==> config.mk <==
export PLATFORM = sky130hd
export DESIGN_NAME = tga_rle_pixel_decoder_unit
export DESIGN_NICKNAME = d
export VERILOG_FILES = /design/src/tgad_pkg.sv /design/src/tgad_front.sv /design/src/tgad_queue.sv /design/src/tgad_back.sv /design/src/tga_rle_pixel_decoder_unit.sv
export SDC_FILE = /design/constraint.sdc
export NUM_CORES = 1
export LEC_CHECK = 0
export BUFFER_PORTS_ARGS = -buffer_cell sky130_fd_sc_hd__buf_2
export CORE_UTILIZATION = 40
export DETAILED_ROUTE_END_ITERATION = 7
export HOLD_SLACK_MARGIN = 0.08
export SYNTH_ARGS = -nofsm -noshare
export SYNTH_HDL_FRONTEND = slang
export SYNTH_SLANG_ARGS = --single-unit
==> constraint.sdc <==
create_clock -name clock -period 8.4 [get_ports clock]
set_input_delay 0.84 -clock clock [delete_from_list [all_inputs] [get_ports clock]]
set_output_delay 0.84 -clock clock [all_outputs]
set_load 0.005 [all_outputs]
==> src/tgad_pkg.sv <==
package tgad_pkg;

   localparam int PIXEL_BITS   = 32;
   localparam int COUNT_BITS   = 8;
   localparam int DIM_BITS     = 15;
   localparam int PRODUCT_BITS = 2 * DIM_BITS;
   localparam int QUEUE_DEPTH  = 2;

   localparam logic [1:0] CSR_BYTES_PER_PIXEL = 2'd0;
   localparam logic [1:0] CSR_SWAP_RED_BLUE   = 2'd1;
   localparam logic [1:0] CSR_FRAME_WIDTH     = 2'd2;
   localparam logic [1:0] CSR_FRAME_HEIGHT    = 2'd3;

   // one decoded pixel on its way from the parser to the counter
   typedef struct packed {
      logic [PIXEL_BITS-1:0] pixel;
      logic [COUNT_BITS-1:0] repeat_count;
      logic                  raw_more;
   } tgad_entry_type;

endpackage

==> src/tgad_front.sv <==
module tgad_front
   import tgad_pkg::*;
#(
   parameter int MAX_PIXEL_BYTES = 4
) (
   input  logic                 clock,
   input  logic                 reset,
   input  logic                 restart,
   input  logic                 accept,
   input  logic [7:0]           in_byte,
   input  logic [2:0]           bytes_per_pixel,
   input  logic                 swap_red_blue,
   output logic                 push,
   output tgad_entry_type       push_entry
);

   localparam int GATHER_BITS = 8 * MAX_PIXEL_BYTES;

   logic                   expect_ff, expect_in;
   logic                   run_ff, run_in;
   logic [COUNT_BITS-1:0]  left_ff, left_in;
   logic [1:0]             pos_ff, pos_in;
   logic [GATHER_BITS-1:0] gather_ff, gather_in;

   logic [2:0]             size;
   logic [1:0]             last_pos;
   logic [GATHER_BITS-1:0] pixel_full;
   logic [PIXEL_BITS-1:0]  pixel_wide;
   logic [PIXEL_BITS-1:0]  pixel_out;

   always_comb begin
      if (bytes_per_pixel == 3'd0) begin
         size = 3'd1;
      end else if (bytes_per_pixel > 3'(MAX_PIXEL_BYTES)) begin
         size = 3'(MAX_PIXEL_BYTES);
      end else begin
         size = bytes_per_pixel;
      end
   end

   assign last_pos = 2'(size - 3'd1);

   always_comb begin
      pixel_full = gather_ff;
      for (int k = 0; k < MAX_PIXEL_BYTES; k++) begin
         if (pos_ff == 2'(k)) begin
            pixel_full[k*8 +: 8] = in_byte;
         end
      end
   end

   assign pixel_wide = PIXEL_BITS'(pixel_full);

   always_comb begin
      pixel_out = pixel_wide;
      if (swap_red_blue && size >= 3'd3) begin
         pixel_out = {pixel_wide[31:24], pixel_wide[7:0], pixel_wide[15:8], pixel_wide[23:16]};
      end
   end

   always_comb begin
      expect_in = expect_ff;
      run_in    = run_ff;
      left_in   = left_ff;
      pos_in    = pos_ff;
      gather_in = gather_ff;
      push      = 1'b0;
      push_entry.pixel        = pixel_out;
      push_entry.repeat_count = run_ff ? left_ff : COUNT_BITS'(1);
      push_entry.raw_more     = !run_ff && (left_ff != COUNT_BITS'(1));

      if (accept) begin
         if (expect_ff) begin
            // run: header - 127, raw: header + 1; both are the low seven bits plus one
            run_in    = in_byte[7];
            left_in   = {1'b0, in_byte[6:0]} + COUNT_BITS'(1);
            expect_in = 1'b0;
            pos_in    = 2'd0;
            gather_in = '0;
         end else if (pos_ff == last_pos) begin
            push      = 1'b1;
            pos_in    = 2'd0;
            gather_in = '0;
            if (run_ff || left_ff == COUNT_BITS'(1)) begin
               expect_in = 1'b1;
            end
            left_in = run_ff ? '0 : left_ff - COUNT_BITS'(1);
         end else begin
            pos_in    = pos_ff + 2'd1;
            gather_in = pixel_full;
         end
      end

      if (restart) begin
         expect_in = 1'b1;
         run_in    = 1'b0;
         left_in   = '0;
         pos_in    = 2'd0;
         gather_in = '0;
         push      = 1'b0;
      end
   end

   always_ff @(posedge clock) begin
      if (reset) begin
         expect_ff <= 1'b1;
         run_ff    <= 1'b0;
         left_ff   <= '0;
         pos_ff    <= 2'd0;
      end else begin
         expect_ff <= expect_in;
         run_ff    <= run_in;
         left_ff   <= left_in;
         pos_ff    <= pos_in;
      end
      gather_ff <= reset ? '0 : gather_in;
   end

   a_header_consumed: assert property (@(posedge clock) disable iff (reset)
      (accept && expect_ff && !restart) |=> !expect_ff)
      else $error("header byte did not move parser to pixel bytes");

   a_pos_in_pixel: assert property (@(posedge clock) disable iff (reset)
      (!expect_ff && !restart && accept && pos_ff == last_pos) |=> (pos_ff == 2'd0))
      else $error("byte position not cleared after a full pixel");

endmodule

==> src/tgad_queue.sv <==
module tgad_queue
   import tgad_pkg::*;
(
   input  logic           clock,
   input  logic           reset,
   input  logic           flush,
   input  logic           push,
   input  tgad_entry_type push_entry,
   output logic           push_ready,
   output logic           pop_valid,
   input  logic           pop,
   output tgad_entry_type pop_entry
);

   localparam int PTR_BITS = (QUEUE_DEPTH > 1) ? $clog2(QUEUE_DEPTH) : 1;
   localparam int CNT_BITS = $clog2(QUEUE_DEPTH + 1);

   tgad_entry_type        slot_ff [QUEUE_DEPTH];
   logic [PTR_BITS-1:0]   wr_ptr_ff, wr_ptr_in;
   logic [PTR_BITS-1:0]   rd_ptr_ff, rd_ptr_in;
   logic [CNT_BITS-1:0]   count_ff, count_in;

   assign push_ready = (count_ff != CNT_BITS'(QUEUE_DEPTH));
   assign pop_valid  = (count_ff != '0);
   assign pop_entry  = slot_ff[rd_ptr_ff];

   always_comb begin
      wr_ptr_in = wr_ptr_ff;
      rd_ptr_in = rd_ptr_ff;
      count_in  = count_ff;
      if (push) begin
         wr_ptr_in = (wr_ptr_ff == PTR_BITS'(QUEUE_DEPTH - 1)) ? '0 : wr_ptr_ff + PTR_BITS'(1);
      end
      if (pop) begin
         rd_ptr_in = (rd_ptr_ff == PTR_BITS'(QUEUE_DEPTH - 1)) ? '0 : rd_ptr_ff + PTR_BITS'(1);
      end
      if (push && !pop) begin
         count_in = count_ff + CNT_BITS'(1);
      end else if (pop && !push) begin
         count_in = count_ff - CNT_BITS'(1);
      end
      if (flush) begin
         wr_ptr_in = '0;
         rd_ptr_in = '0;
         count_in  = '0;
      end
   end

   always_ff @(posedge clock) begin
      if (reset) begin
         wr_ptr_ff <= '0;
         rd_ptr_ff <= '0;
         count_ff  <= '0;
      end else begin
         wr_ptr_ff <= wr_ptr_in;
         rd_ptr_ff <= rd_ptr_in;
         count_ff  <= count_in;
      end
   end

   always_ff @(posedge clock) begin
      if (push) begin
         slot_ff[wr_ptr_ff] <= push_entry;
      end
   end

   a_no_overflow: assert property (@(posedge clock) disable iff (reset)
      (count_ff == CNT_BITS'(QUEUE_DEPTH) && !pop) |-> !push)
      else $error("push into full queue");

endmodule

==> src/tgad_back.sv <==
module tgad_back
   import tgad_pkg::*;
#(
   parameter int PIXEL_COUNT_BITS = 30
) (
   input  logic                  clock,
   input  logic                  reset,
   input  logic                  restart,
   input  logic                  load_total,
   input  logic [DIM_BITS-1:0]   frame_width,
   input  logic [DIM_BITS-1:0]   frame_height,
   input  logic                  q_valid,
   input  tgad_entry_type        q_entry,
   output logic                  q_pop,
   output logic                  rsp_valid,
   input  logic                  rsp_ready,
   output logic [PIXEL_BITS-1:0] rsp_pixel_value,
   output logic [COUNT_BITS-1:0] rsp_repeat_count,
   output logic                  rsp_image_done,
   output logic                  rsp_run_clipped
);

   localparam int SAT_BITS = (PIXEL_COUNT_BITS > PRODUCT_BITS) ? PIXEL_COUNT_BITS : PRODUCT_BITS;

   logic [PRODUCT_BITS-1:0]     product;
   logic [SAT_BITS-1:0]         product_wide;
   logic [SAT_BITS-1:0]         cap_wide;
   logic [PIXEL_COUNT_BITS-1:0] total;

   logic [PIXEL_COUNT_BITS-1:0] remaining_ff, remaining_in;
   logic                        valid_ff, valid_in;
   logic [PIXEL_BITS-1:0]       pixel_ff, pixel_in;
   logic [COUNT_BITS-1:0]       count_ff, count_in;
   logic                        done_ff, done_in;
   logic                        clipped_ff, clipped_in;

   logic                        out_free;
   logic                        finished;
   logic                        emit;
   logic [PIXEL_COUNT_BITS-1:0] rep_ext;
   logic                        clip_run;
   logic [COUNT_BITS-1:0]       rep_eff;

   // pixel total, saturated to the counter width
   assign product      = PRODUCT_BITS'(frame_width) * PRODUCT_BITS'(frame_height);
   assign product_wide = SAT_BITS'(product);
   assign cap_wide     = SAT_BITS'({PIXEL_COUNT_BITS{1'b1}});
   assign total = (product_wide > cap_wide) ? cap_wide[PIXEL_COUNT_BITS-1:0]
                                            : product_wide[PIXEL_COUNT_BITS-1:0];

   assign out_free = !valid_ff || rsp_ready;
   // nothing left covers both a finished and an empty image: bytes are dropped
   assign finished = (remaining_ff == '0);
   assign q_pop    = q_valid && !load_total && !restart && (finished || out_free);
   assign emit     = q_pop && !finished;

   assign rep_ext  = PIXEL_COUNT_BITS'(q_entry.repeat_count);
   assign clip_run = (rep_ext > remaining_ff);
   assign rep_eff  = clip_run ? remaining_ff[COUNT_BITS-1:0] : q_entry.repeat_count;

   always_comb begin
      remaining_in = remaining_ff;
      valid_in     = valid_ff;
      pixel_in     = pixel_ff;
      count_in     = count_ff;
      done_in      = done_ff;
      clipped_in   = clipped_ff;
      if (rsp_ready) begin
         valid_in = 1'b0;
      end
      if (emit) begin
         valid_in     = 1'b1;
         pixel_in     = q_entry.pixel;
         count_in     = rep_eff;
         done_in      = (rep_ext >= remaining_ff);
         clipped_in   = clip_run || ((rep_ext >= remaining_ff) && q_entry.raw_more);
         remaining_in = remaining_ff - PIXEL_COUNT_BITS'(rep_eff);
      end
      if (load_total) begin
         remaining_in = total;
      end
      if (restart) begin
         valid_in     = 1'b0;
         remaining_in = '0;
      end
   end

   always_ff @(posedge clock) begin
      if (reset) begin
         remaining_ff <= '0;
         valid_ff     <= 1'b0;
      end else begin
         remaining_ff <= remaining_in;
         valid_ff     <= valid_in;
      end
      pixel_ff   <= pixel_in;
      count_ff   <= count_in;
      done_ff    <= done_in;
      clipped_ff <= clipped_in;
   end

   assign rsp_valid        = valid_ff;
   assign rsp_pixel_value  = pixel_ff;
   assign rsp_repeat_count = count_ff;
   assign rsp_image_done   = done_ff;
   assign rsp_run_clipped  = clipped_ff;

   a_clip_implies_done: assert property (@(posedge clock) disable iff (reset)
      valid_ff |-> (!clipped_ff || done_ff))
      else $error("clipped result without image completion");

   a_done_empties_count: assert property (@(posedge clock) disable iff (reset)
      (emit && rep_ext >= remaining_ff && !load_total) |=> (remaining_ff == '0))
      else $error("image completed with pixels still counted as left");

endmodule

==> src/tga_rle_pixel_decoder_unit.sv <==
// A pixel is held in the queue and then in the output register before its result appears.
// Throughput: one compressed byte per cycle while the queue has room; a pixel result every bytes_per_pixel bytes,
// plus one header byte per packet, set by the byte parser that takes one byte a cycle while req_ready is high.
// Reset (synchronous) and any register write restart decoding; in the cycle afterwards the
// pixel total is reloaded from width * height and no byte is accepted.
module tga_rle_pixel_decoder_unit
   import tgad_pkg::*;
#(
   parameter int MAX_PIXEL_BYTES  = 4,
   parameter int PIXEL_COUNT_BITS = 30
) (
   input  logic                  clock,
   input  logic                  reset,
   input  logic                  req_valid,
   output logic                  req_ready,
   input  logic [7:0]            req_in_byte,
   output logic                  rsp_valid,
   input  logic                  rsp_ready,
   output logic [PIXEL_BITS-1:0] rsp_pixel_value,
   output logic [COUNT_BITS-1:0] rsp_repeat_count,
   output logic                  rsp_image_done,
   output logic                  rsp_run_clipped,
   input  logic                  csr_write_enable,
   input  logic [1:0]            csr_index,
   input  logic [DIM_BITS-1:0]   csr_write_data
);

   logic [2:0]          bpp_ff;
   logic                swap_ff;
   logic [DIM_BITS-1:0] width_ff;
   logic [DIM_BITS-1:0] height_ff;
   logic                settle_ff;

   logic                restart;
   logic                accept;
   logic                push;
   logic                push_ready;
   tgad_entry_type      push_entry;
   logic                q_valid;
   logic                q_pop;
   tgad_entry_type      q_entry;

   assign restart   = csr_write_enable;
   assign req_ready = push_ready && !settle_ff;
   assign accept    = req_valid && req_ready;

   always_ff @(posedge clock) begin
      if (reset) begin
         bpp_ff    <= 3'd4;
         swap_ff   <= 1'b1;
         width_ff  <= DIM_BITS'(1);
         height_ff <= DIM_BITS'(1);
         settle_ff <= 1'b1;
      end else begin
         settle_ff <= restart;
         if (csr_write_enable) begin
            unique case (csr_index)
               CSR_BYTES_PER_PIXEL: bpp_ff    <= csr_write_data[2:0];
               CSR_SWAP_RED_BLUE:   swap_ff   <= csr_write_data[0];
               CSR_FRAME_WIDTH:     width_ff  <= csr_write_data;
               CSR_FRAME_HEIGHT:    height_ff <= csr_write_data;
               default:             bpp_ff    <= bpp_ff;
            endcase
         end
      end
   end

   tgad_front #(
      .MAX_PIXEL_BYTES (MAX_PIXEL_BYTES)
   ) u_front (
      .clock           (clock),
      .reset           (reset),
      .restart         (restart),
      .accept          (accept),
      .in_byte         (req_in_byte),
      .bytes_per_pixel (bpp_ff),
      .swap_red_blue   (swap_ff),
      .push            (push),
      .push_entry      (push_entry)
   );

   tgad_queue u_queue (
      .clock      (clock),
      .reset      (reset),
      .flush      (restart),
      .push       (push),
      .push_entry (push_entry),
      .push_ready (push_ready),
      .pop_valid  (q_valid),
      .pop        (q_pop),
      .pop_entry  (q_entry)
   );

   tgad_back #(
      .PIXEL_COUNT_BITS (PIXEL_COUNT_BITS)
   ) u_back (
      .clock            (clock),
      .reset            (reset),
      .restart          (restart),
      .load_total       (settle_ff),
      .frame_width      (width_ff),
      .frame_height     (height_ff),
      .q_valid          (q_valid),
      .q_entry          (q_entry),
      .q_pop            (q_pop),
      .rsp_valid        (rsp_valid),
      .rsp_ready        (rsp_ready),
      .rsp_pixel_value  (rsp_pixel_value),
      .rsp_repeat_count (rsp_repeat_count),
      .rsp_image_done   (rsp_image_done),
      .rsp_run_clipped  (rsp_run_clipped)
   );

endmodule

* Yosys cells after proc, flatten, opt, wreduce, memory -nomap -nowiden
Memories as Yosys holds them, arrays and structs flattened. A register that Yosys moved wholly into a read port is not among the register bits. Cells that the tools add are included.
Operators by class: reduce and logical (&&, ||, !) cells 38, magnitude comparators 5, multiply operators 1, eq/ne operators 10, $add $sub $neg 9, muxes and demuxes 36
Operators with widths (count):
- two-way mux 30 bit | 3
- two-way mux 8 bit | 9
- two-way mux 32 bit | 2
- greater-or-equal comparator 8 x 30 -> 1 bit | 1
- greater-than comparator 30 bit (second input constant) | 1
- greater-than comparator 8 x 30 -> 1 bit | 1
- zero test 30 bit | 1
- multiplier 15 x 15 -> 30 bit | 1
- subtractor 30 x 8 -> 30 bit | 1
- two-way mux 24 bit | 1
- two-way mux 1 bit | 15
- AND reduction 2 bit | 6
- logical AND 1 bit | 11
- nonzero test 2 bit | 5
- adder 7 x 1 -> 8 bit (second input constant) | 1
- == test 2 bit (second input constant) | 4
- == test 8 x 1 -> 1 bit (second input constant) | 1
- two-way mux 2 bit | 4
- != test 8 x 1 -> 1 bit (second input constant) | 1
- subtractor 8 x 1 -> 8 bit (second input constant) | 1
- zero test 1 bit | 7
- two-way mux 3 bit | 2
- adder 2 x 1 -> 2 bit (second input constant) | 2
- == test 2 x 1 -> 1 bit (second input constant) | 2
- 10 further kinds | 16
Storage, ports and cells: output and inout bits 44, input bits 30, memory bits (writable) 82, register bits after elaboration 156, word-level logic and storage cells 119, memories 1
Memory list:
- u_queue.slot_ff | depth 2, width 41, rd ports 1, clocked after Yosys merged registers in 1, wr ports 1, line tgad_queue.sv:18 | tgad_entry_type slot_ff [QUEUE_DEPTH];

* Logic depth before layout (Yosys ltp)
Gate-level depths: netlist (run 1).
word-level depth 13, gate-level depth with buffers 23, mapped depth without buffers 22

* Cells and area by module
From an unflattened synthesis (run 1), not the netlist that was laid out.
Unflattened totals: cells, all modules 1774, area total of the unflattened synthesis 18347.6 um^2
Modules (own cells, without submodules):
- tgad_back | cells an instance 1162, times used 1, sequential area each 1881.8 um^2, area each 10975.5 um^2
- tgad_queue | cells an instance 150, times used 1, sequential area each 2562.5 um^2, area each 3168.0 um^2
- tgad_front | cells an instance 325, times used 1, sequential area each 880.8 um^2, area each 2747.6 um^2
- tga_rle_pixel_decoder_unit | cells an instance 137, times used 1, sequential area each 700.7 um^2, area each 1456.4 um^2

* Worst setup path after synthesis (run 1)
No wires, ideal clock.
path kind flip-flop to flip-flop, from register width_ff[5], to register u_back.remaining_ff[29], cell stages (with the launch flop) 24, clock period less this slack 5970 ps, slack 2430 ps, data required time 8283 ps, setup time 117 ps, arrival 5853 ps, cells stage by stage dfxtp_1 -> clkbuf_1 -> and2_1 -> fa_1 -> inv_1 -> fa_1 -> inv_1 -> fa_1 -> inv_1 -> fa_1 -> inv_1 -> fa_1 -> inv_1 -> fa_1 -> inv_1 -> ha_1 -> and3_1 -> or3b_1 -> a311o_1 -> nand4_1 -> nand2_1 -> mux2i_1 -> o32ai_1 -> a22o_1
Between the ends: longest elaborated chain between the ends 4
Ends and longest elaborated chain:
- from (decl) | line tga_rle_pixel_decoder_unit.sv:30 | logic [DIM_BITS-1:0] width_ff;
- from (signal assigned) | line tga_rle_pixel_decoder_unit.sv:60 | CSR_FRAME_WIDTH: width_ff <= csr_write_data;
- multiplier 15 x 15 -> 30 bit * | line tgad_back.sv:45 | assign product = PRODUCT_BITS'(frame_width) * PRODUCT_BITS'(frame_height);
- greater-than comparator 30 bit | line tgad_back.sv:48 | assign total = (product_wide > cap_wide) ? cap_wide[PIXEL_COUNT_BITS-1:0]
- two-way mux 30 bit * | line tgad_back.sv:48
- two-way mux 30 bit * | line tgad_back.sv:79 | if (load_total) begin
- to (signal assigned) | line tgad_back.sv:93 | remaining_ff <= remaining_in;
- to (decl) | line tgad_back.sv:30 | logic [PIXEL_COUNT_BITS-1:0] remaining_ff, remaining_in;
Every way passes the cells marked *; elsewhere a longest branch is shown, timed or not. A chain may end at the register's enable or synchronous reset.

* Final worst setup path (run 1)
from register height_ff[11], to register u_back.remaining_ff[29]
Between the ends: longest elaborated chain between the ends 4
Ends and longest elaborated chain:
- from (decl) | line tga_rle_pixel_decoder_unit.sv:31 | logic [DIM_BITS-1:0] height_ff;
- from (signal assigned) | line tga_rle_pixel_decoder_unit.sv:61 | CSR_FRAME_HEIGHT: height_ff <= csr_write_data;
- multiplier 15 x 15 -> 30 bit * | line tgad_back.sv:45
- greater-than comparator 30 bit | line tgad_back.sv:48
- two-way mux 30 bit * | line tgad_back.sv:48
- two-way mux 30 bit * | line tgad_back.sv:79
Marks and branches as above.

==> results.toml, run 1 <==
[clock_tree]
tritoncts = "yes"
numClockSinks = 239
cts_root_buf = "clkbuf_16"
htree_levels = 1
cts_setup_buffers = 0
postCtsHoldBufs = 0
clk_pin_slew_ns = 0.07
cts-buffers-inserted = 27
post_cts_resized = 0
clock_path_buffers = 3
clk-insertion-delay-late_ns = 0.57

[yosys]
synth_area_um2 = 18100
synthCells = 1834
synth.distinct_cells = 77
synth_fp_nets = 2151
synth_top_area_share_pct = 20.6
ys_ff_latch = 239
yosysWarnings = 0
netlist.top_cell.by_area = "edfxtp_1"
synth_flop_cell = "edfxtp_1"
synth_common_cells = "inv_1, nand2_1, fa_1"
yosysMostFrequentCell = "inv_1"
syn_avg_cell_area_um2 = 9.86
synth_enable_flop_cells = 124
ys_async_sr_fraction_pct = 0
ys_seq_area_share_pct = 33.3
synthTopCellsByArea = "edfxtp_1, fa_1, dfxtp_1, ha_1, and2_1"

[worst_setup_path]
r2r_slack_ns = 1.89
crit_start = "height_ff[11]"
crit_required_ns = 8.86
critPathMostFrequentCell = "fa_1"
arrival_ns = 6.97
cp-start-kind = "register"
cpPeakStageDelay_ns = 0.76
crit_fanout = 16
critPathKind = "reg2reg"
worst_setup_path_end_kind = "register"
r2r_start = "height_ff[11]"
cp_slowest_cell = "dfxtp_1"
critPathBufInv = 3
crit_chain = "nand2_1 > fa_1 > inv_1 > fa_1 > fa_1 > fa_1 > fa_1 > inv_1 > fa_1 > inv_1 > ha_1 > nand4_1 > or3b_1 > a311o_1 > nand4_1 > nand2_1 > mux2i_1 > o32ai_1 > a22o_1"
cpLargestDelayFamily = "adder cells"

[timing]
maxSlewHeadroom_pct = 28.9
fmax_mhz = 154
min_period_ns = 6.51
rsz0062_at_grt = "false"
fin_crit_sh_pct = 77.5
hold_viol = 0
finalMaxSlewViolations = 0
setup-violations-final = 0
finClkSkew_ns = 0.0172
fin_tns_setup_ns = 0
tightest_slew_ns = 1.07

[global_route]
grt_first_pass_wirelength_um = 69600
antenna_found_initial = 0
grt_overflow = 0
grt_pass1_vias = 13200
grt_usage_pct = 18.6
gr-usage-met2_pct = 31.3
use_met1_pct = 25.3
busiest_layer = "met2"
met3_usage_pct = 1.90
grt_max_degree = 68

[routing]
antenna_left = 0
routed_wl_um = 42500
vias = 13100
drtPass1Iterations = 7
drc = 0
via_per_inst = 5.28
wl_per_cell_um = 17.2
drtIter0Drc = 900

[placement]
dpl.hpwl_um = 31300
port_buffers = 73
dpl_cell_area_um2 = 18900
routabilityCongestion = 0.855

[power]
vdd_drop_max_uv = 150
power.density_nw_per_um2 = 139
p_comb_share_pct = 10.2
clkPwrFrac_pct = 44.1
p_int_uw = 2050
power_leakage_uw = 0.00856
p_seq_share_pct = 45.7
switchingPower_uw = 715
switching_share_pct = 25.9

[final_layout]
antenna_cells = 0
areaGrowthSynthToFinish_pct = 9.83
fin_area_um2 = 19900
nNetsFinal = 2178
layout-drive-gt1-share_pct = 11.7

[floorplanning]
start_util_pct = 40.7
coreArea_um2 = 44400
io-pin-count = 74
die_y_um = 215
rows = 77
die_area_um2 = 46100
die_w_um = 215

[status]
outcome = "finished clean"

[run]
drv_cap = 0

[worst_hold_path]
min-delay-path-class = "reg2reg"
worstHoldStart = "u_front.gather_ff[22]"
-- metrics by stage --
step | setup slack (ns) | total power [uW] | std cells | util (%) | hold WS, ns
2_1_floorplan | 2.43 | 1490 | 1834 | - | 0.445
3_3_place_gp | 2.12 | 1570 | 2424 | 42.7 | 0.455
3_5_place_dp | 1.95 | 1570 | 2424 | 42.7 | 0.464
4_1_cts | 1.96 | 2800 | 2474 | 44.7 | 0.474
5_1_grt | 1.61 | 2880 | 2474 | 44.7 | 0.500
6_report | 1.89 | 2770 | 2474 | 44.7 | 0.472
-- area by class of cell --
class                           count  area, um2
Fill cell                        4161      24500
Multi-Input combinational cell   1283      10900
Sequential cell                   239       6030
Inverter                          225        845
Tap cell                          592        741
Clock buffer                       32        714
Timing Repair Buffer               85        455
Clock inverter                     18        205
-- worst reg2reg max path: stages, from the launching register on --
cell and delay [ns]:
dfxtp_1 0.76, nand2_1 0.18, fa_1 0.58, inv_1 0.06
fa_1 0.47, fa_1 0.54, fa_1 0.53, fa_1 0.54
inv_1 0.05, fa_1 0.52, inv_1 0.04, ha_1 0.38
nand4_1 0.17, or3b_1 0.40, a311o_1 0.32, nand4_1 0.15
nand2_1 0.13, mux2i_1 0.23, o32ai_1 0.13, a22o_1 0.24
-- layer usage --
layer | part of all wire, % | up-vias
li1 | - | 6133
met1 | 44 | 6565
met2 | 49 | 303
met3 | 3.9 | 72
met4 | 3.0 | 0
met5 | 0 | -
-- final timing paths --
path | end | depth (start not counted)
worst max-delay path | u_back.remaining_ff[29] | 19
worst min-delay path | u_front.gather_ff[22] | 2
worst max register to register | u_back.remaining_ff[29] | 19
worst min register to register | u_front.gather_ff[22] | 2
-- flip-flops by register name (all words and copies together), names as in the netlist, 2 cells and up, named ones only --
name	count
u_back.remaining_ff	30
u_queue.count_ff	2
u_front.left_ff	8
height_ff	15
u_back.rsp_repeat_count	8
bpp_ff	3
u_back.rsp_pixel_value	32
u_queue.slot_ff	82
width_ff	15
u_front.pos_ff	2
u_front.gather_ff	32
-- power by group through the flow --
stage               logic, uW  registers [uW]  clock network (uW)
finish                    282            1260                1220
global route              316            1270                1290
CTS                       284            1260                1250
detailed placement        282            1290                   0
global placement          278            1290                   0
floorplan                 216            1270                   0
-- cells by family (layout without fill, tap and decap cells) --
kind of cell,count (synthesis),after routing,synth area share [%]
buffers and inverters,312,360,6.59
AOI/OAI and AO/OA,251,251,8.84
adders and majority gates,287,287,26.8
muxes,94,94,5.63
and+or+nand+nor,600,600,16.3
DFF,239,239,33.3
xor gates and xnor gates,51,51,2.47
-- placed cells by master, fill, tap and decap left out, drive strengths merged, types with 16 or more instances in the layout --
master,n
nand2,208
xnor2,35
and2,141
mux2,62
a21oi,92
a211oi,24
xor2,16
nand3,33
o21ai,41
nor3,22
inv,228
mux2i,32
ha,119
o22ai,18
buf,85
clkbuf,32
dfxtp,115
nor2,122
edfxtp,124
fa,168
Note: power is estimated with default switching activity, not from simulation.
==> inputs of run 2 (changes only) <==
Clock period 8.4 ns to 5.75 ns, I/O delays scaled along.
==> run 2 against run 1 <==
  * The flow now finishes with violations (setup timing)
  * Non-clock buffer count rose by 81
  * Register-to-register slack got worse by 2.1 ns
  * Wire length grew 2.0%
  * Clock skew down 0.0013 ns
  * Clock power rose by 49%
  * Global-route usage up 0.17 points
  * Setup slack got worse by 2.1 ns
  * Sequential power rose by 45%
  * Critical path type unchanged
  * Largest power group unchanged
==> results.toml, run 2 (same netlist as run 1, synthesis figures left out) <==
[status]
outcome = "finished with violations"
violations = "setup timing"

[routing]
antenna_left = 0
routed_wl_um = 43400
wl_per_cell_um = 17.0
drc = 0
drtIter0Drc = 762
drtPass1Iterations = 5
vias = 13200
via_per_inst = 5.17

[clock_tree]
cts_root_buf = "clkbuf_16"
clock_path_buffers = 3
htree_levels = 1
clk-insertion-delay-late_ns = 0.56
numClockSinks = 239
cts-buffers-inserted = 27
postCtsHoldBufs = 0
tritoncts = "yes"
clk_pin_slew_ns = 0.06

[global_route]
antenna_found_initial = 1
grt_pass1_vias = 13600
grt_max_degree = 42
grt_overflow = 0
grt_usage_pct = 18.8
grt_first_pass_wirelength_um = 70800

[timing]
timing.final.ws_setup_ns = -0.172
min_period_ns = 5.92
rsz0062_at_grt = "true"
fin_crit_sh_pct = 103
finalMaxSlewViolations = 0
hold_ws_ns = 0.275
setup-violations-final = 5
tightest_slew_ns = 1.14
hold_viol = 0
finClkSkew_ns = 0.0159
maxSlewHeadroom_pct = 23.5
fmax_mhz = 169

[worst_setup_path]
crit_fanout = 6
arrival_ns = 6.37
critPathKind = "reg2reg"
r2r_start = "height_ff[5]"
crit_required_ns = 6.20
cp-start-kind = "register"
r2r_slack_ns = -0.17
rr_endpoint = "u_back.remaining_ff[29]"
worst_setup_path_end_kind = "register"
r2r_cells = 22

[final_layout]
nNetsFinal = 2259
layout-drive-gt1-share_pct = 19.4
final_common_cell = "inv_1"
layout_common_cells = "inv_1, nand2_1, fa_1"
regMostFlops = "u_queue.slot_ff"
areaGrowthSynthToFinish_pct = 15.2
antenna_cells = 0
largest_reg_flops = 82
fin_area_um2 = 20800

[placement]
pre_cts_slack_ns = -0.243
routabilityCongestion = 0.875
dpl_cell_area_um2 = 19600
port_buffers = 73
dpl.hpwl_um = 33000

[run]
drv_cap = 0

[worst_hold_path]
holdPathEnd = "width_ff[5]"
worstHoldStart = "csr_write_data[5]"
min-delay-path-class = "in2reg"
hold_depth = 3

[floorplanning]
rows = 77
die_area_um2 = 46100
io-pin-count = 74
die_w_um = 215
start_util_pct = 40.7
die_y_um = 215
coreArea_um2 = 44400

[power]
vdd_drop_max_uv = 241
power_leakage_uw = 0.00902
power.density_nw_per_um2 = 198
==> run 2: cell types whose count changed in the layout (fill, tap and decap cells not counted), sizes merged <==
cell	delta
clkinvlp	-2
buf	+80
clkbuf	+6
inv	-1
clkinv	-2
==> run 2: routing by layer <==
layer / vias to the layer above / share of wire [%] / track usage [%]
li1: 6294 / - / -
met4: 2 / 2.0 / 4.50
met5: - / 0.023 / 0
met2: 261 / 49 / 31.7
met3: 61 / 4.2 / 1.99
met1: 6596 / 45 / 26.0
==> run 2: worst max-delay path: stages (launching register included) <==
cell and delay, ns:
dfxtp_4 0.38, and2_4 0.16, fa_1 0.55, inv_2 0.04, fa_1 0.52, inv_1 0.05, fa_1 0.47, inv_1 0.05
fa_1 0.49, inv_2 0.04, fa_1 0.50, inv_2 0.05, fa_1 0.51, inv_2 0.05, ha_4 0.26, and3_4 0.18
or3b_1 0.34, a311o_1 0.36, nand4_1 0.16, nand2_2 0.12, mux2i_2 0.23, o32ai_2 0.10, a22o_1 0.22
==> run 2: how the worst max path moves through the flow <==
stage             startpoint                      end  slack (ns)
5_1_grt         height_ff[5]  u_back.remaining_ff[29]       -0.35
6_report        height_ff[5]  u_back.remaining_ff[29]       -0.17
3_3_place_gp    height_ff[2]  u_back.remaining_ff[29]       -0.16
4_1_cts          width_ff[5]  u_back.remaining_ff[29]       -0.14
3_5_place_dp   height_ff[11]  u_back.remaining_ff[29]       -0.24
2_1_floorplan    width_ff[3]  u_back.remaining_ff[29]       0.005
==> run 2: per-stage QoR <==
| step | power [uW] | setup TNS [ns] | util, % | std cells |
|---|---|---|---|---|
| after detailed placement | 2330 | -1.61 | 44.1 | 2493 |
| after global routing | 4260 | -1.73 | 46.9 | 2555 |
| after global placement | 2320 | -0.919 | 44.1 | 2493 |
| after CTS | 4140 | -0.289 | 46.5 | 2549 |
| after floorplan | 2180 | 0 | - | 1834 |
| final | 4120 | -0.520 | 46.9 | 2555 |
==> run 2: timing repair <==
item,in CTS,in global routing
buffers inserted,6,6
gates resized for setup,45,44
pin swaps,20,37
endpoints found under the hold margin,0,0
endpoints found under the setup margin,10,14
==> run 2: cell type report <==
type | count | area, um2
fillers | 4105 | 23600
multi-input cells | 1283 | 11200
flip-flops and latches | 239 | 6080
repair buffers | 166 | 1070
inverters | 225 | 845
clock buffers | 37 | 763
well taps | 592 | 741
clock inverters | 13 | 179
==> run 2: power breakdown <==
part           internal [uW]  leakage (uW)  switching, uW
combinational            185       0.00644            289
clock                   1080      0.000460            741
sequential              1800       0.00212           25.9
==> inputs of run 3 (changes only) <==
==> constraint.sdc (replaced) <==
create_clock -name clock -period 5.75 [get_ports clock]
set_input_delay 0.575 -clock clock [delete_from_list [all_inputs] [get_ports clock]]
set_output_delay 0.575 -clock clock [all_outputs]
set_load 0.1 [all_outputs]
==> run 3 against run 2 <==
  * The flow still finishes with violations (setup timing)
  * Register-to-register slack worse by 0.06 ns
  * Critical path depth is the same
  * Design area fell by 1.1%
  * Largest power group unchanged
==> results.toml, run 3 (same netlist as run 1, synthesis figures left out) <==
[floorplanning]
coreArea_um2 = 44400
die_area_um2 = 46100
io-pin-count = 74
die_w_um = 215
start_util_pct = 40.7
rows = 77
die_y_um = 215

[global_route]
antenna_found_initial = 2
grt_overflow = 0
grt_usage_pct = 19.2
grt_max_degree = 42
grt_pass1_vias = 13700
grt_first_pass_wirelength_um = 72000

[routing]
vias = 13200
routed_wl_um = 43800
via_per_inst = 5.19
drc = 0
antenna_left = 0
drtPass1Iterations = 5
drtIter0Drc = 864
wl_per_cell_um = 17.2

[clock_tree]
tritoncts = "yes"
clk_pin_slew_ns = 0.06
cts_root_buf = "clkbuf_16"
postCtsHoldBufs = 0
numClockSinks = 239
clk-insertion-delay-late_ns = 0.56
htree_levels = 1
clock_path_buffers = 3
cts-buffers-inserted = 25

[timing]
fin_crit_sh_pct = 104
fin_tns_setup_ns = -0.820
finClkSkew_ns = 0.0143
min_period_ns = 5.98
setup-violations-final = 5
hold_viol = 0
maxSlewHeadroom_pct = 25.5
finalMaxSlewViolations = 0
tightest_slew_ns = 1.11
fmax_mhz = 167
rsz0062_at_grt = "true"
hold_ws_ns = 0.259
timing.final.ws_setup_ns = -0.230

[power]
p_total_uw = 3900
vdd_drop_max_uv = 251
power.density_nw_per_um2 = 189
power_leakage_uw = 0.00895

[final_layout]
areaGrowthSynthToFinish_pct = 14.0
layout_common_cells = "inv_1, nand2_1, fa_1"
regMostFlops = "u_queue.slot_ff"
antenna_cells = 0
nNetsFinal = 2259
largest_reg_flops = 82
final_common_cell = "inv_1"
num-fill-cells = 4125
layout-drive-gt1-share_pct = 17.9

[placement]
pre_cts_slack_ns = -0.289
routabilityCongestion = 0.852
dpl.hpwl_um = 33000
port_buffers = 73

[run]
drv_cap = 0

[worst_setup_path]
critPathKind = "reg2reg"
crit_required_ns = 6.20
cp_slowest_cell = "fa_1"
critPathBufInv = 6
cpPeakStageDelay_ns = 0.55
r2r_slack_ns = -0.23
rr_endpoint = "u_back.remaining_ff[29]"
r2r_cells = 22
cpLargestDelayFamily = "adder cells"
critPathMostFrequentCell = "fa_1"
cp-start-kind = "register"
worst_setup_path_end_kind = "register"
crit_chain = "and2_4 > fa_1 > inv_2 > fa_1 > inv_1 > fa_1 > inv_1 > fa_1 > inv_1 > fa_1 > inv_1 > fa_1 > inv_2 > ha_4 > and3_4 > or3b_1 > a311o_1 > nand4_1 > nand2_2 > mux2i_2 > o32ai_1 > a22o_1"
r2r_start = "height_ff[5]"
arrival_ns = 6.43
crit_fanout = 9

[status]
violations = "setup timing"
outcome = "finished with violations"

[worst_hold_path]
hold_depth = 3
holdPathEnd = "width_ff[7]"
worstHoldStart = "csr_write_data[7]"
min-delay-path-class = "in2reg"
==> run 3: cell types whose count changed in the layout (fill, tap and decap cells not counted), sizes merged <==
cell	change
clkbuf	-6
bufinv	-2
buf	+3
inv	-1
clkinvlp	+3
==> run 3: what timing repair did <==
action,4_1_cts,5_1_grt
gates resized for setup,33,16
buffers inserted,6,3
pin swaps,17,18
setup endpoints to repair,11,18
==> run 3: how the worst max path moves through the flow <==
stage	startpoint	depth (start not counted)	slack (ns)	endpoint
4_1_cts	width_ff[9]	20	-0.16	u_back.remaining_ff[29]
5_1_grt	width_ff[3]	20	-0.43	u_back.remaining_ff[29]
2_1_floorplan	width_ff[3]	21	0.005	u_back.remaining_ff[29]
3_3_place_gp	height_ff[0]	20	-0.17	u_back.remaining_ff[29]
3_5_place_dp	width_ff[10]	20	-0.29	u_back.remaining_ff[29]
6_report	height_ff[5]	22	-0.23	u_back.remaining_ff[29]
==> run 3: power by group <==
group,switching [uW],internal [uW],total (uW)
clock,716,892,1610
sequential,27.7,1800,1830
combinational,284,183,467
total,1030,2880,3900
==> run 3: cell type report <==
cell class	count	area (um2)	share of cell area (%)
Multi-Input combinational cell	1283	11100	53.6
Sequential cell	239	6080	29.5
Timing Repair Buffer	168	1090	5.29
Inverter	225	845	4.10
Tap cell	592	741	3.59
Clock buffer	32	682	3.31
Clock inverter	13	121	0.589
==> run 3: worst register-to-register path, stage by stage (launching register included) <==
cell and delay [ns]:
dfxtp_4 0.38, and2_4 0.17, fa_1 0.55, inv_2 0.04
fa_1 0.52, inv_1 0.05, fa_1 0.47, inv_1 0.05
fa_1 0.47, inv_1 0.05, fa_1 0.49, inv_1 0.06
fa_1 0.51, inv_2 0.05, ha_4 0.26, and3_4 0.18
or3b_1 0.36, a311o_1 0.36, nand4_1 0.20, nand2_2 0.12
mux2i_2 0.22, o32ai_1 0.10, a22o_1 0.21
==> run 3: layer usage <==
metal | share of wire, % | global-route usage (%) | up-vias
li1 | - | - | 6298
met1 | 44 | 25.2 | 6600
met2 | 50 | 33.4 | 285
met5 | 0.050 | 0 | -
met4 | 1.9 | 4.55 | 4
met3 | 4.6 | 2.77 | 60
==> run 3: through the flow <==
step	utilization [%]	std cells	area [um2]
after floorplan	-	1834	18300
after global placement	44.2	2498	19600
after detailed placement	44.2	2498	19600
after CTS	46.3	2549	20500
after global routing	46.4	2552	20600
final	46.4	2552	20600
